==> src/rtl/lca_pkg.sv <==
// ----------------------------------------------------------------------------
// Life cell automaton package
// Shared types, constants and rule functions of the B3/S23 stream engine.
// ----------------------------------------------------------------------------
package lca_pkg;

  localparam int ColsW      = 6;
  localparam int RowsW      = 11;
  localparam int ApbAddrW   = 3;
  localparam int ApbDataW   = 32;
  localparam int MaxColsDef = 32;
  localparam int MaxRowsDef = 1024;
  localparam int MinSize    = 3;
  localparam int BirthCount = 3;
  localparam int StayCount  = 2;

  localparam logic [ColsW-1:0] ColsReset = ColsW'(20);
  localparam logic [RowsW-1:0] RowsReset = RowsW'(20);

  typedef enum logic [0:0] {
    RegActiveCols = 1'b0,
    RegActiveRows = 1'b1
  } lca_reg_e;

  typedef struct packed {
    logic [ColsW-1:0] active_cols;
    logic [RowsW-1:0] active_rows;
  } lca_cfg_t;

  typedef struct packed {
    logic upper;
    logic middle;
  } lca_pair_t;

  typedef struct packed {
    logic write;
    logic load;
    logic shift;
  } lca_cell_ctrl_t;

  typedef struct packed {
    logic alive_next;
    logic frame_last;
  } lca_res_t;

  function automatic logic life_rule(input logic alive, input logic [3:0] count);
    return (count == 4'(BirthCount)) || (alive && (count == 4'(StayCount)));
  endfunction

  // Rows of three bits: upper in [2:0], middle in [5:3], lower in [8:6].
  // Within a row, the lowest bit is the newest column.
  function automatic logic [8:0] win_shift(input logic [8:0] w, input logic u,
                                           input logic m, input logic l);
    return {w[7:6], l, w[4:3], m, w[1:0], u};
  endfunction

  function automatic logic win_result(input logic [8:0] w);
    logic [3:0] count;
    count = 4'(w[0]) + 4'(w[1]) + 4'(w[2]) + 4'(w[3])
          + 4'(w[5]) + 4'(w[6]) + 4'(w[7]) + 4'(w[8]);
    return life_rule(w[4], count);
  endfunction

endpackage

==> src/rtl/lca_in_if.sv <==
// ----------------------------------------------------------------------------
// Life cell automaton input channel
// Valid/ready channel carrying one current-generation cell per transaction.
// ----------------------------------------------------------------------------
interface lca_in_if;
  logic valid;
  logic ready;
  logic alive_in;

  modport source (output valid, output alive_in, input ready);
  modport sink   (input valid, input alive_in, output ready);
endinterface

==> src/rtl/lca_out_if.sv <==
// ----------------------------------------------------------------------------
// Life cell automaton output channel
// Valid/ready channel carrying one next-generation cell per transaction.
// ----------------------------------------------------------------------------
interface lca_out_if;
  logic valid;
  logic ready;
  logic alive_next;
  logic frame_last;

  modport source (output valid, output alive_next, output frame_last, input ready);
  modport sink   (input valid, input alive_next, input frame_last, output ready);
endinterface

==> src/rtl/life_cell_automaton_step_unit.sv <==
// ----------------------------------------------------------------------------
// Life cell automaton step unit
// Streams the next B3/S23 generation of a grid given in raster order.
//
// The grid enters on cell_in_i, one cell per transaction, row by row.
// Results leave on cell_out_o in raster order; frame_last marks the final
// cell of each frame. The APB port sets active_cols and active_rows.
// A cell can be accepted in every cycle. The result of cell (r-1, c-1) is
// loaded into the output register at the edge that accepts cell (r, c) and
// is offered in the next cycle. The last cell of a row yields a second
// result, sent in the next cycle while the following cell is taken. The last
// cell of a frame copies the two row buffers into the flush chain of column
// cells, which then shifts out the whole last row one column at a time,
// after that second result; the first row of the next frame is taken
// meanwhile, since it yields no results. Output rate is one result a cycle,
// set by the single output register.
// Reset clears the row buffers, the window and the position, and sets both
// sizes to 20. When the receiver stalls, results collect in the output
// register and its skid entry, after which cells that yield results wait.
// ----------------------------------------------------------------------------
module life_cell_automaton_step_unit #(
  parameter int MAX_COLS = lca_pkg::MaxColsDef,
  parameter int MAX_ROWS = lca_pkg::MaxRowsDef
) (
  input  logic                         clk_i,
  input  logic                         rst_ni,
  lca_in_if.sink                       cell_in_i,
  lca_out_if.source                    cell_out_o,
  input  logic                         psel,
  input  logic                         penable,
  input  logic                         pwrite,
  input  logic [lca_pkg::ApbAddrW-1:0] paddr,
  input  logic [lca_pkg::ApbDataW-1:0] pwdata,
  output logic [lca_pkg::ApbDataW-1:0] prdata,
  output logic                         pready
);

  localparam int CW = $clog2(MAX_COLS);
  localparam int RW = $clog2(MAX_ROWS);

  lca_pkg::lca_cfg_t      cfg;
  lca_pkg::lca_cell_ctrl_t cell_ctrl;
  lca_pkg::lca_pair_t     store_pairs [MAX_COLS];
  lca_pkg::lca_pair_t     flush_pairs [MAX_COLS];
  lca_pkg::lca_pair_t     nbr_pairs   [MAX_COLS];
  lca_pkg::lca_pair_t     prev_q, prev_d, flush_next;
  lca_pkg::lca_res_t      gen_res, flush_res;

  logic [MAX_COLS-1:0] upper_vec, middle_vec, cell_sel;
  logic [CW-1:0]       col_last, col_pos_q, col_pos_d, c_eff, flush_cnt_q, flush_cnt_d;
  logic [RW-1:0]       row_last, row_pos_q, row_pos_d, r_eff;
  logic [8:0]          win_q, win_d, win_eff, win_base, win_a, win_b;
  logic [3:0]          flush_count;
  logic                restart, silent, in_accept, cur, u_rd, m_rd;
  logic                at_last_col, frame_end, res_a, res_b;
  logic                pend_b_q, pend_b_d, pend_alive_q;
  logic                flush_q, flush_d, flush_step, flush_end, pend_push;
  logic                can_push, gen_push;

  lca_cfg u_cfg (
    .clk_i   (clk_i),
    .rst_ni  (rst_ni),
    .psel    (psel),
    .penable (penable),
    .pwrite  (pwrite),
    .paddr   (paddr),
    .pwdata  (pwdata),
    .prdata  (prdata),
    .pready  (pready),
    .cfg_o   (cfg)
  );

  always_comb begin
    if (32'(cfg.active_cols) < lca_pkg::MinSize) begin
      col_last = CW'(lca_pkg::MinSize - 1);
    end else if (32'(cfg.active_cols) > MAX_COLS) begin
      col_last = CW'(MAX_COLS - 1);
    end else begin
      col_last = CW'(cfg.active_cols - 1);
    end
    if (32'(cfg.active_rows) < lca_pkg::MinSize) begin
      row_last = RW'(lca_pkg::MinSize - 1);
    end else if (32'(cfg.active_rows) > MAX_ROWS) begin
      row_last = RW'(MAX_ROWS - 1);
    end else begin
      row_last = RW'(cfg.active_rows - 1);
    end
  end

  assign restart = (col_pos_q > col_last) || (row_pos_q > row_last);
  assign c_eff   = restart ? '0 : col_pos_q;
  assign r_eff   = restart ? '0 : row_pos_q;
  assign win_eff = restart ? '0 : win_q;

  assign silent      = (c_eff == '0) || (r_eff == '0);
  assign at_last_col = (c_eff == col_last);
  assign frame_end   = at_last_col && (r_eff == row_last);

  assign cell_in_i.ready = silent || (can_push && !pend_b_q && !flush_q);
  assign in_accept       = cell_in_i.valid && cell_in_i.ready;
  assign cur             = cell_in_i.alive_in;

  assign u_rd     = (r_eff[RW-1:1] != '0) ? upper_vec[c_eff] : 1'b0;
  assign m_rd     = (r_eff != '0) ? middle_vec[c_eff] : 1'b0;
  assign win_base = (c_eff == '0) ? '0 : win_eff;
  assign win_a    = lca_pkg::win_shift(win_base, u_rd, m_rd, cur);
  assign win_b    = lca_pkg::win_shift(win_a, 1'b0, 1'b0, 1'b0);
  assign res_a    = lca_pkg::win_result(win_a);
  assign res_b    = lca_pkg::win_result(win_b);

  always_comb begin
    col_pos_d = col_pos_q;
    row_pos_d = row_pos_q;
    win_d     = win_q;
    if (in_accept) begin
      if (frame_end) begin
        col_pos_d = '0;
        row_pos_d = '0;
        win_d     = '0;
      end else if (at_last_col) begin
        col_pos_d = '0;
        row_pos_d = r_eff + RW'(1);
        win_d     = win_b;
      end else begin
        col_pos_d = c_eff + CW'(1);
        row_pos_d = r_eff;
        win_d     = win_a;
      end
    end
  end

  assign cell_ctrl.write = in_accept;
  assign cell_ctrl.load  = in_accept && frame_end;
  assign cell_ctrl.shift = flush_step;

  for (genvar k = 0; k < MAX_COLS; k++) begin : g_cell
    if (k == MAX_COLS - 1) begin : g_tail
      assign nbr_pairs[k] = '0;
    end else begin : g_link
      assign nbr_pairs[k] = flush_pairs[k+1];
    end

    assign cell_sel[k]   = (c_eff == CW'(k));
    assign upper_vec[k]  = store_pairs[k].upper;
    assign middle_vec[k] = store_pairs[k].middle;

    lca_cell u_cell (
      .clk_i   (clk_i),
      .rst_ni  (rst_ni),
      .ctrl_i  (cell_ctrl),
      .sel_i   (cell_sel[k]),
      .cur_i   (cur),
      .nbr_i   (nbr_pairs[k]),
      .store_o (store_pairs[k]),
      .flush_o (flush_pairs[k])
    );
  end

  assign pend_push  = pend_b_q && can_push;
  assign flush_step = flush_q && !pend_b_q && can_push;
  assign flush_end  = (flush_cnt_q == col_last);
  assign flush_next = flush_end ? '0 : flush_pairs[1];

  assign flush_count = 4'(prev_q.upper) + 4'(prev_q.middle) + 4'(flush_pairs[0].upper)
                     + 4'(flush_next.upper) + 4'(flush_next.middle);
  assign flush_res.alive_next = lca_pkg::life_rule(flush_pairs[0].middle, flush_count);
  assign flush_res.frame_last = flush_end;

  always_comb begin
    pend_b_d    = pend_b_q;
    flush_d     = flush_q;
    flush_cnt_d = flush_cnt_q;
    prev_d      = prev_q;
    if (in_accept && !silent && at_last_col) begin
      pend_b_d = 1'b1;
    end else if (pend_push) begin
      pend_b_d = 1'b0;
    end
    if (cell_ctrl.load) begin
      flush_d     = 1'b1;
      flush_cnt_d = '0;
      prev_d      = '0;
    end else if (flush_step) begin
      flush_d     = !flush_end;
      flush_cnt_d = flush_cnt_q + CW'(1);
      prev_d      = flush_pairs[0];
    end
  end

  always_comb begin
    if (pend_b_q) begin
      gen_res.alive_next = pend_alive_q;
      gen_res.frame_last = 1'b0;
    end else if (flush_q) begin
      gen_res = flush_res;
    end else begin
      gen_res.alive_next = res_a;
      gen_res.frame_last = 1'b0;
    end
  end

  assign gen_push = pend_push || flush_step || (in_accept && !silent);

  always_ff @(posedge clk_i or negedge rst_ni) begin
    if (!rst_ni) begin
      col_pos_q   <= '0;
      row_pos_q   <= '0;
      win_q       <= '0;
      pend_b_q    <= 1'b0;
      flush_q     <= 1'b0;
      flush_cnt_q <= '0;
      prev_q      <= '0;
    end else begin
      col_pos_q   <= col_pos_d;
      row_pos_q   <= row_pos_d;
      win_q       <= win_d;
      pend_b_q    <= pend_b_d;
      flush_q     <= flush_d;
      flush_cnt_q <= flush_cnt_d;
      prev_q      <= prev_d;
    end
  end

  always_ff @(posedge clk_i) begin
    if (in_accept && !silent && at_last_col) begin
      pend_alive_q <= res_b;
    end
  end

  lca_out_buf u_out_buf (
    .clk_i      (clk_i),
    .rst_ni     (rst_ni),
    .push_i     (gen_push),
    .res_i      (gen_res),
    .can_push_o (can_push),
    .out_o      (cell_out_o)
  );

  a_result_slot_free: assert property (@(posedge clk_i) disable iff (!rst_ni)
    in_accept && !silent |-> can_push && !pend_b_q && !flush_q)
    else $error("cell with a result accepted while the result slot is taken");

  a_frame_end_starts_flush: assert property (@(posedge clk_i) disable iff (!rst_ni)
    in_accept && frame_end |=> flush_q && pend_b_q)
    else $error("final cell of a frame did not start the flush");

  a_last_only_from_flush: assert property (@(posedge clk_i) disable iff (!rst_ni)
    gen_push && gen_res.frame_last |-> flush_step)
    else $error("frame end mark outside the flush of the last row");

  a_flush_count_in_row: assert property (@(posedge clk_i) disable iff (!rst_ni)
    flush_q |-> flush_cnt_q <= col_last)
    else $error("flush counter ran past the last column");

endmodule

==> src/rtl/lca_cfg.sv <==
// ----------------------------------------------------------------------------
// Life cell automaton configuration registers
// APB-style register file holding the active grid width and height.
// ----------------------------------------------------------------------------
module lca_cfg (
  input  logic                         clk_i,
  input  logic                         rst_ni,
  input  logic                         psel,
  input  logic                         penable,
  input  logic                         pwrite,
  input  logic [lca_pkg::ApbAddrW-1:0] paddr,
  input  logic [lca_pkg::ApbDataW-1:0] pwdata,
  output logic [lca_pkg::ApbDataW-1:0] prdata,
  output logic                         pready,
  output lca_pkg::lca_cfg_t            cfg_o
);

  logic [lca_pkg::ColsW-1:0] cols_q;
  logic [lca_pkg::RowsW-1:0] rows_q;
  logic                      wr_en;

  assign pready = 1'b1;
  assign wr_en  = psel & penable & pwrite;

  always_ff @(posedge clk_i or negedge rst_ni) begin
    if (!rst_ni) begin
      cols_q <= lca_pkg::ColsReset;
      rows_q <= lca_pkg::RowsReset;
    end else if (wr_en) begin
      case (paddr[2])
        lca_pkg::RegActiveCols: cols_q <= pwdata[lca_pkg::ColsW-1:0];
        lca_pkg::RegActiveRows: rows_q <= pwdata[lca_pkg::RowsW-1:0];
        default: ;
      endcase
    end
  end

  always_comb begin
    case (paddr[2])
      lca_pkg::RegActiveCols: prdata = lca_pkg::ApbDataW'(cols_q);
      lca_pkg::RegActiveRows: prdata = lca_pkg::ApbDataW'(rows_q);
      default:                prdata = '0;
    endcase
  end

  assign cfg_o.active_cols = cols_q;
  assign cfg_o.active_rows = rows_q;

endmodule

==> src/rtl/lca_cell.sv <==
// ----------------------------------------------------------------------------
// Life cell automaton column cell
// Holds the two row-buffer bits of one column and a flush copy of them that
// moves one cell toward column zero on every flush step.
// ----------------------------------------------------------------------------
module lca_cell (
  input  logic                    clk_i,
  input  logic                    rst_ni,
  input  lca_pkg::lca_cell_ctrl_t ctrl_i,
  input  logic                    sel_i,
  input  logic                    cur_i,
  input  lca_pkg::lca_pair_t      nbr_i,
  output lca_pkg::lca_pair_t      store_o,
  output lca_pkg::lca_pair_t      flush_o
);

  lca_pkg::lca_pair_t store_q, store_d;
  lca_pkg::lca_pair_t flush_q, flush_d;

  always_comb begin
    store_d = store_q;
    if (ctrl_i.write && sel_i) begin
      store_d.upper  = store_q.middle;
      store_d.middle = cur_i;
    end
    flush_d = flush_q;
    if (ctrl_i.load) begin
      flush_d = store_d;
    end else if (ctrl_i.shift) begin
      flush_d = nbr_i;
    end
  end

  always_ff @(posedge clk_i or negedge rst_ni) begin
    if (!rst_ni) begin
      store_q <= '0;
      flush_q <= '0;
    end else begin
      store_q <= store_d;
      flush_q <= flush_d;
    end
  end

  assign store_o = store_q;
  assign flush_o = flush_q;

endmodule

==> src/rtl/lca_out_buf.sv <==
// ----------------------------------------------------------------------------
// Life cell automaton output buffer
// Output register with a skid entry; the producer waits only while the skid entry is full.
// ----------------------------------------------------------------------------
module lca_out_buf (
  input  logic              clk_i,
  input  logic              rst_ni,
  input  logic              push_i,
  input  lca_pkg::lca_res_t res_i,
  output logic              can_push_o,
  lca_out_if.source         out_o
);

  logic              out_valid_q, out_valid_d;
  logic              skid_valid_q, skid_valid_d;
  lca_pkg::lca_res_t out_res_q, out_res_d;
  lca_pkg::lca_res_t skid_res_q;
  logic              load_out, load_skid, pop;

  assign pop = out_valid_q & out_o.ready;

  always_comb begin
    out_valid_d  = out_valid_q;
    skid_valid_d = skid_valid_q;
    load_out     = 1'b0;
    load_skid    = 1'b0;
    if (skid_valid_q) begin
      if (pop) begin
        load_out     = 1'b1;
        skid_valid_d = 1'b0;
      end
    end else if (push_i) begin
      if (!out_valid_q || pop) begin
        load_out    = 1'b1;
        out_valid_d = 1'b1;
      end else begin
        load_skid    = 1'b1;
        skid_valid_d = 1'b1;
      end
    end else if (pop) begin
      out_valid_d = 1'b0;
    end
    out_res_d = skid_valid_q ? skid_res_q : res_i;
  end

  always_ff @(posedge clk_i or negedge rst_ni) begin
    if (!rst_ni) begin
      out_valid_q  <= 1'b0;
      skid_valid_q <= 1'b0;
    end else begin
      out_valid_q  <= out_valid_d;
      skid_valid_q <= skid_valid_d;
    end
  end

  always_ff @(posedge clk_i) begin
    if (load_out) begin
      out_res_q <= out_res_d;
    end
    if (load_skid) begin
      skid_res_q <= res_i;
    end
  end

  assign can_push_o       = ~skid_valid_q;
  assign out_o.valid      = out_valid_q;
  assign out_o.alive_next = out_res_q.alive_next;
  assign out_o.frame_last = out_res_q.frame_last;

endmodule

==> src/flat_wrapper.sv <==
// flat-port wrapper written by rule: the top's interface ports become plain ports
module life_cell_automaton_step_unit_flat 
#(
  parameter int MAX_COLS = lca_pkg::MaxColsDef,
  parameter int MAX_ROWS = lca_pkg::MaxRowsDef
)
  (clk_i, rst_ni, psel, penable, pwrite, paddr, pwdata, prdata, pready, cell_in_i_valid, cell_in_i_alive_in, cell_in_i_ready, cell_out_o_valid, cell_out_o_alive_next, cell_out_o_frame_last, cell_out_o_ready);
  lca_in_if cell_in_i_i ();
  lca_out_if cell_out_o_i ();
  input  logic clk_i;
  input  logic rst_ni;
  input  logic psel;
  input  logic penable;
  input  logic pwrite;
  input  logic [lca_pkg::ApbAddrW-1:0] paddr;
  input  logic [lca_pkg::ApbDataW-1:0] pwdata;
  output logic [lca_pkg::ApbDataW-1:0] prdata;
  output logic pready;
  input wire logic [$bits(cell_in_i_i.valid)-1:0] cell_in_i_valid;
  input wire logic [$bits(cell_in_i_i.alive_in)-1:0] cell_in_i_alive_in;
  output wire logic [$bits(cell_in_i_i.ready)-1:0] cell_in_i_ready;
  output wire logic [$bits(cell_out_o_i.valid)-1:0] cell_out_o_valid;
  output wire logic [$bits(cell_out_o_i.alive_next)-1:0] cell_out_o_alive_next;
  output wire logic [$bits(cell_out_o_i.frame_last)-1:0] cell_out_o_frame_last;
  input wire logic [$bits(cell_out_o_i.ready)-1:0] cell_out_o_ready;
  assign cell_in_i_i.valid = cell_in_i_valid;
  assign cell_in_i_i.alive_in = cell_in_i_alive_in;
  assign cell_in_i_ready = cell_in_i_i.ready;
  assign cell_out_o_valid = cell_out_o_i.valid;
  assign cell_out_o_alive_next = cell_out_o_i.alive_next;
  assign cell_out_o_frame_last = cell_out_o_i.frame_last;
  assign cell_out_o_i.ready = cell_out_o_ready;
  life_cell_automaton_step_unit #(.MAX_COLS(MAX_COLS), .MAX_ROWS(MAX_ROWS)) u_core (.clk_i(clk_i), .rst_ni(rst_ni), .cell_in_i(cell_in_i_i), .cell_out_o(cell_out_o_i), .psel(psel), .penable(penable), .pwrite(pwrite), .paddr(paddr), .pwdata(pwdata), .prdata(prdata), .pready(pready));
endmodule
==> config.mk <==
export PLATFORM = sky130hd
export DESIGN_NAME = life_cell_automaton_step_unit_flat
export DESIGN_NICKNAME = d
export VERILOG_FILES = /design/src/rtl/lca_pkg.sv /design/src/rtl/lca_in_if.sv /design/src/rtl/lca_out_if.sv /design/src/rtl/life_cell_automaton_step_unit.sv /design/src/rtl/lca_cfg.sv /design/src/rtl/lca_cell.sv /design/src/rtl/lca_out_buf.sv /design/src/flat_wrapper.sv
export SDC_FILE = /design/constraint.sdc
export NUM_CORES = 1
export LEC_CHECK = 0
export BUFFER_PORTS_ARGS = -buffer_cell sky130_fd_sc_hd__buf_2
export CAP_MARGIN = 20
export CORE_MARGIN = 1.5
export CORE_UTILIZATION = 36
export CTS_BUF_LIST = sky130_fd_sc_hd__clkbuf_4 sky130_fd_sc_hd__clkbuf_8
export DETAILED_ROUTE_END_ITERATION = 6
export PLACE_DENSITY_LB_ADDON = 0.05
export SKIP_LAST_GASP = 1
export SLEW_MARGIN = 25
export SYNTH_ARGS = -nofsm -noshare
export SYNTH_HDL_FRONTEND = slang
export SYNTH_SLANG_ARGS = --single-unit
==> constraint.sdc <==
create_clock -name clk_i -period 18.35 [get_ports clk_i]
set_input_delay 5.505 -clock clk_i [delete_from_list [all_inputs] [get_ports clk_i]]
set_output_delay 5.505 -clock clk_i [all_outputs]
set_load 0.005 [all_outputs]
-- Word-level counts from Yosys, hierarchy flattened
Index checks and enable logic that the tools add are counted.
- bits in registers: 184
- logic and storage cells: 427
- memories: 0
- bits in writable memories: 0
- latch bits: 0
- ROM bits: 0
- mux-type cells: 141
- bitwise logic cells: 5
- shift operators: 0
- add/subtract/negate cells: 19
- reductions and logical operators: 69
- eq/ne operators: 41
- order comparisons: 7
- multipliers: 0
- divide/modulo/power cells: 0
- operator list (cell ; number):
    $mux W2 ; 102
    $eq A5 B5 Y1 const B ; 16
    $pmux W32 S2 ; 1
    $mux W10 ; 5
    $logic_and A1 B1 Y1 ; 45
    $add A4 B1 Y4 ; 11
    $eq A5 B4 Y1 const B ; 8
    $mux W5 ; 7
    $mux W8 ; 4
    $eq A4 B2 Y1 const B ; 6
    $eq A5 B3 Y1 const B ; 4
    $mux W1 ; 20
    $gt A11 B11 Y1 const B ; 1
    $lt A11 B2 Y1 const B ; 1
    $add A10 B1 Y10 const B ; 1
    $add A5 B1 Y5 const B ; 2
    $bmux W1 S5 ; 2
    $eq A10 B10 Y1 ; 1
    $eq A5 B2 Y1 const B ; 2
    $eq A5 B5 Y1 ; 2
    $gt A10 B10 Y1 ; 1
    $logic_not A10 Y1 ; 1
    $reduce_bool A10 Y1 ; 1
    $sub A10 B1 Y10 const B ; 1
    other kinds (18) ; 37

-- Depth between registers and ports, before layout
- word-level depth: 22
- gate-level depth with buffers: 34

-- Modules after synthesis
From an unflattened synthesis, not the netlist that was laid out.
- cell total of the unflattened synthesis: 1069
- area, all modules: 11415.9 um^2
- by module, submodules not included (module ; area an instance (um^2) ; cells each ; instances):
    lca_cell ; 178.9 ; 13 ; 32
    life_cell_automaton_step_unit ; 4469.3 ; 562 ; 1
    lca_cfg ; 968.4 ; 73 ; 1
    lca_out_buf ; 252.7 ; 18 ; 1

-- Worst setup path after synthesis
Ideal clock, no wire load.
- kind: input port to output port
- start: input paddr[2] in the netlist's numbering
- end: output prdata[5] in the netlist's numbering
- slack: 6.767 ns
- arrival time: 6.078 ns
- buffers on the path: 1
- stages on the path: 2
- cells stage by stage: clkbuf_1 mux2_2
- longest elaborated chain between the ends: 2
- ends and longest elaborated chain (what ; line ; text):
    start, declared ; flat_wrapper.sv:15 ; input logic [lca_pkg::ApbAddrW-1:0] paddr;
    $not A1 Y1 (no source line) ; n/a ;
    $pmux W32 S2 * ; lca_cfg.sv:39 ; case (paddr[2])
    end, declared ; flat_wrapper.sv:17 ; output logic [lca_pkg::ApbDataW-1:0] prdata;
Mark *: on every way between the ends. The rest lies on a longest branch, timed or not. The select of a mux whose other input is x is not followed.

-- Final worst setup path
- start: input paddr[2] in the netlist's numbering
- end: output prdata[2] in the netlist's numbering
The elaborated chain is that of the path after synthesis.

==> flow_metrics.env <==
export IMPL_status="complete, no violations"
export IMPL_max_slew_margin_rel_pct=33.2
export IMPL_finalHoldViolCount=0
export IMPL_fin_hold_ws_ns=0.489
export IMPL_layout_worst_path_cycle_share_pct=64.0
export IMPL_synthMuxAreaShare_pct=17.4
export IMPL_antenna_cells=0
export IMPL_p_seq_share_pct=34.1
export IMPL_power_leakage_nw=5.69
export IMPL_synth_top_cell_by_area="dfrtp_1"
export IMPL_ys_async_sr_fraction_pct=97.3
export IMPL_port_buffers=34
export IMPL_holdPathEnd="u_core.win_q[7]"
export IMPL_drt_wirelength_per_cell_um=18.4
export IMPL_path_max_fanout=15
export IMPL_synth_seq_cells=182
export IMPL_htree_levels=4
export IMPL_first_iter_violations=438
export IMPL_end_kind="primary output"
export IMPL_hold_buffers=0
export IMPL_clock_latency_ns=0.48
export IMPL_p_per_area_nw_per_um2=150
export IMPL_dp_hpwl_um=19600
export IMPL_grt_max_degree=75
export IMPL_cts_buffers=17
export IMPL_synth_most_common_cell="nand2_1"
export IMPL_yosysTopAreaCellShare_pct=39.8
export IMPL_p_comb_share_pct=49.6
export IMPL_rsz0062_at_grt="false"
export IMPL_synthXorXnorAreaFrac_pct=1.61
export IMPL_synthTopCellsByArea="dfrtp_1, mux2_2, nand2_1"
export IMPL_finalSetupViolCount=0
export IMPL_clock_sinks=182
export IMPL_synth_top_family_by_area="simple AND/OR/NAND/NOR gates"
export IMPL_tightest_slew_ns=1.00
export IMPL_cts_root_buf="clkbuf_8"
export IMPL_antenna_found_initial=0
export IMPL_fin_setup_tns_ns=0
export IMPL_fin_crit_ns=11.75
export IMPL_avgSynthCellArea_um2=9.67
export IMPL_finClkSkew_ns=0.0245
export IMPL_core_um2=29700
export IMPL_synth_edf_count=5
export IMPL_p_switching_w=0.000790
export IMPL_drcViolationCount=0
export IMPL_p_int_w=0.000965
export IMPL_min_path_cells=2
export IMPL_critPathKind="in2out"
export IMPL_hold_start="u_core.win_q[7]"
export IMPL_start_util_pct=36.6
export IMPL_vias=7949
export IMPL_dieHeight_um=177
export IMPL_synthFlopType="dfrtp_1"
export IMPL_reg2reg_setup_slack_ns=10.46
export IMPL_rows=63
export IMPL_grt_overflow=0
export IMPL_drive_above_1_share_pct=19.2
export IMPL_fp_dieArea_um2=31300
export IMPL_cp_arrival_ns=6.24
export IMPL_final_nets=1217
export IMPL_p_sw_share_pct=45.0
export IMPL_hold_class="reg2reg"
export IMPL_synthTopCellsByCount="nand2_1, dfrtp_1, mux2_2"
export IMPL_fp_dieW_um=177
export IMPL_power_frac_clock_pct=16.4
export IMPL_yosys_area_share_simple_pct=19.3
export IMPL_yosys_area_share_adder_pct=5.38
export IMPL_reg2reg_from="u_core.u_cfg.rows_q[3]"
export IMPL_peakVddDrop_v=0.0000699
export IMPL_grt_pass1_wl_um=45600
export IMPL_synth_compound_area_share_pct=9.15
export IMPL_r2r_end="u_core.u_out_buf.out_o.alive_next"
export IMPL_placed_cell_area_um2=11400
export IMPL_grt_pass1_vias=7975
export IMPL_routed_wl_um=28300
export IMPL_synth_cell_type_count=80
export IMPL_path_clk_slew_ns=0.10
export IMPL_r2r_cells=29
export IMPL_finalMaxSlewViolations=0
export IMPL_yosys_warnings=0
export IMPL_drv_cap=0
export IMPL_firstDrtPassIters=5
export IMPL_synth_cells=1126
export IMPL_post_cts_buffers=0
export IMPL_grt_total_usage_pct=18.9
export IMPL_gp_congestion=0.764
export IMPL_syn_to_final_growth_pct=7.81
export IMPL_worstPathRequired_ns=12.84
export IMPL_start_kind="input port"
export IMPL_fmax_mhz=85.1
export IMPL_syn_area_um2=10900
export IMPL_cts_tree="built"
export IMPL_ys_seq_area_share_pct=42.1
export IMPL_cts_resized=0
export IMPL_routed_via_density=5.19
export IMPL_fin_area_um2=11700
export IMPL_io_pins=80
export IMPL_postRouteAntennaNets=0
export IMPL_cts_buffer_depth=2
worst max path at each step:
stage	cells after the start	end	from
finish	3	prdata[2]	paddr[2]
global route	3	prdata[4]	paddr[2]
CTS	3	prdata[2]	paddr[2]
detailed placement	3	prdata[2]	paddr[2]
global placement	3	prdata[2]	paddr[2]
floorplan	2	prdata[5]	paddr[2]
kinds of logic (layout without fill, tap and decap cells):
kind of cell / Yosys count / count (layout)
AOI/OAI and AO/OA: 151 / 151
xor gates and xnor gates: 20 / 20
adders and majority gates: 42 / 42
buffers and inverters: 119 / 116
DFF: 182 / 182
muxes: 159 / 159
other: 2 / 22
and+or+nand+nor: 451 / 451
layout make-up:
type | instances | area [µm²]
Sequential cell | 182 | 4580
Clock buffer | 18 | 248
Inverter | 38 | 143
Timing Repair Buffer | 48 | 284
Fill cell | 2996 | 18000
Clock inverter | 12 | 141
Tap cell | 390 | 488
Multi-Input combinational cell | 845 | 5850
power groups by stage:
stage / sequential [W] / combinational [W] / clock [W]
6_report: 0.000598 / 0.000870 / 0.000287
5_1_grt: 0.000614 / 0.000990 / 0.000314
4_1_cts: 0.000599 / 0.000887 / 0.000300
3_5_place_dp: 0.000607 / 0.000881 / 0
3_3_place_gp: 0.000606 / 0.000872 / 0
2_1_floorplan: 0.000569 / 0.000655 / 0
stage by stage:
step           power, W  util, %  cells  setup WS, ns
3_5_place_dp    0.00149     38.2   1503          6.60
6_report        0.00176     39.5   1533          6.60
4_1_cts         0.00179     39.5   1533          6.60
2_1_floorplan   0.00122        -   1146          6.77
3_3_place_gp    0.00148     38.2   1503          6.62
5_1_grt         0.00192     39.5   1533          6.57
sequential cells by signal, summed over array words and instances, names as in the netlist, 2 cells and up:
register	cells
u_core.u_out_buf.skid_res_q	2
u_core.flush_cnt_q	5
u_core.g_cell.u_cell.flush_o	64
u_core.u_cfg.rows_q	11
u_core.win_q	6
u_core.row_pos_q	10
u_core.col_pos_q	5
u_core.u_cfg.cols_q	6
u_core.g_cell.u_cell.store_o	64
u_core.prev_q	2
layout by cell type (no fill, tap or decap), types with 5 or more instances in the layout:
cell      netlist  final
mux2_2        108    108
conb_1          2     22
buf_4          22     14
nand2_1       249    249
ha_1           34     34
mux2_1         27     27
nor3_1         18     18
nand2b_1        8      8
dfrtp_1       173    173
edfxtp_1        5      5
mux2i_1        13     13
xnor2_1         9      9
a21oi_1        40     39
and2_1         19     19
a31oi_1         9      9
nand3_1        16     16
buf_2           8     33
nor2_1         60     59
o21ai_0        35     35
nor3b_1         7      7
inv_1          35     35
nor4_1          8      8
a21o_1          8      8
and3_1         16     16
clkbuf_8        0     19
o22ai_1         7      7
fa_1            8      8
nand4_1        18     18
xor2_1         11     11
mux4_2         11     11
layer usage:
metal	global-route usage, %	up-vias	wire length, µm
met2	30.7	92	13200
met1	26.4	3949	14100
met5	0	-	0
li1	-	3894	-
met3	3.11	14	740
met4	3.88	0	251
worst max-delay path, cell delays in order:
cell and delay [ns]:
buf_2 0.23, mux2_2 0.37, buf_2 0.13
Note: power is estimated with default switching activity, not from simulation.
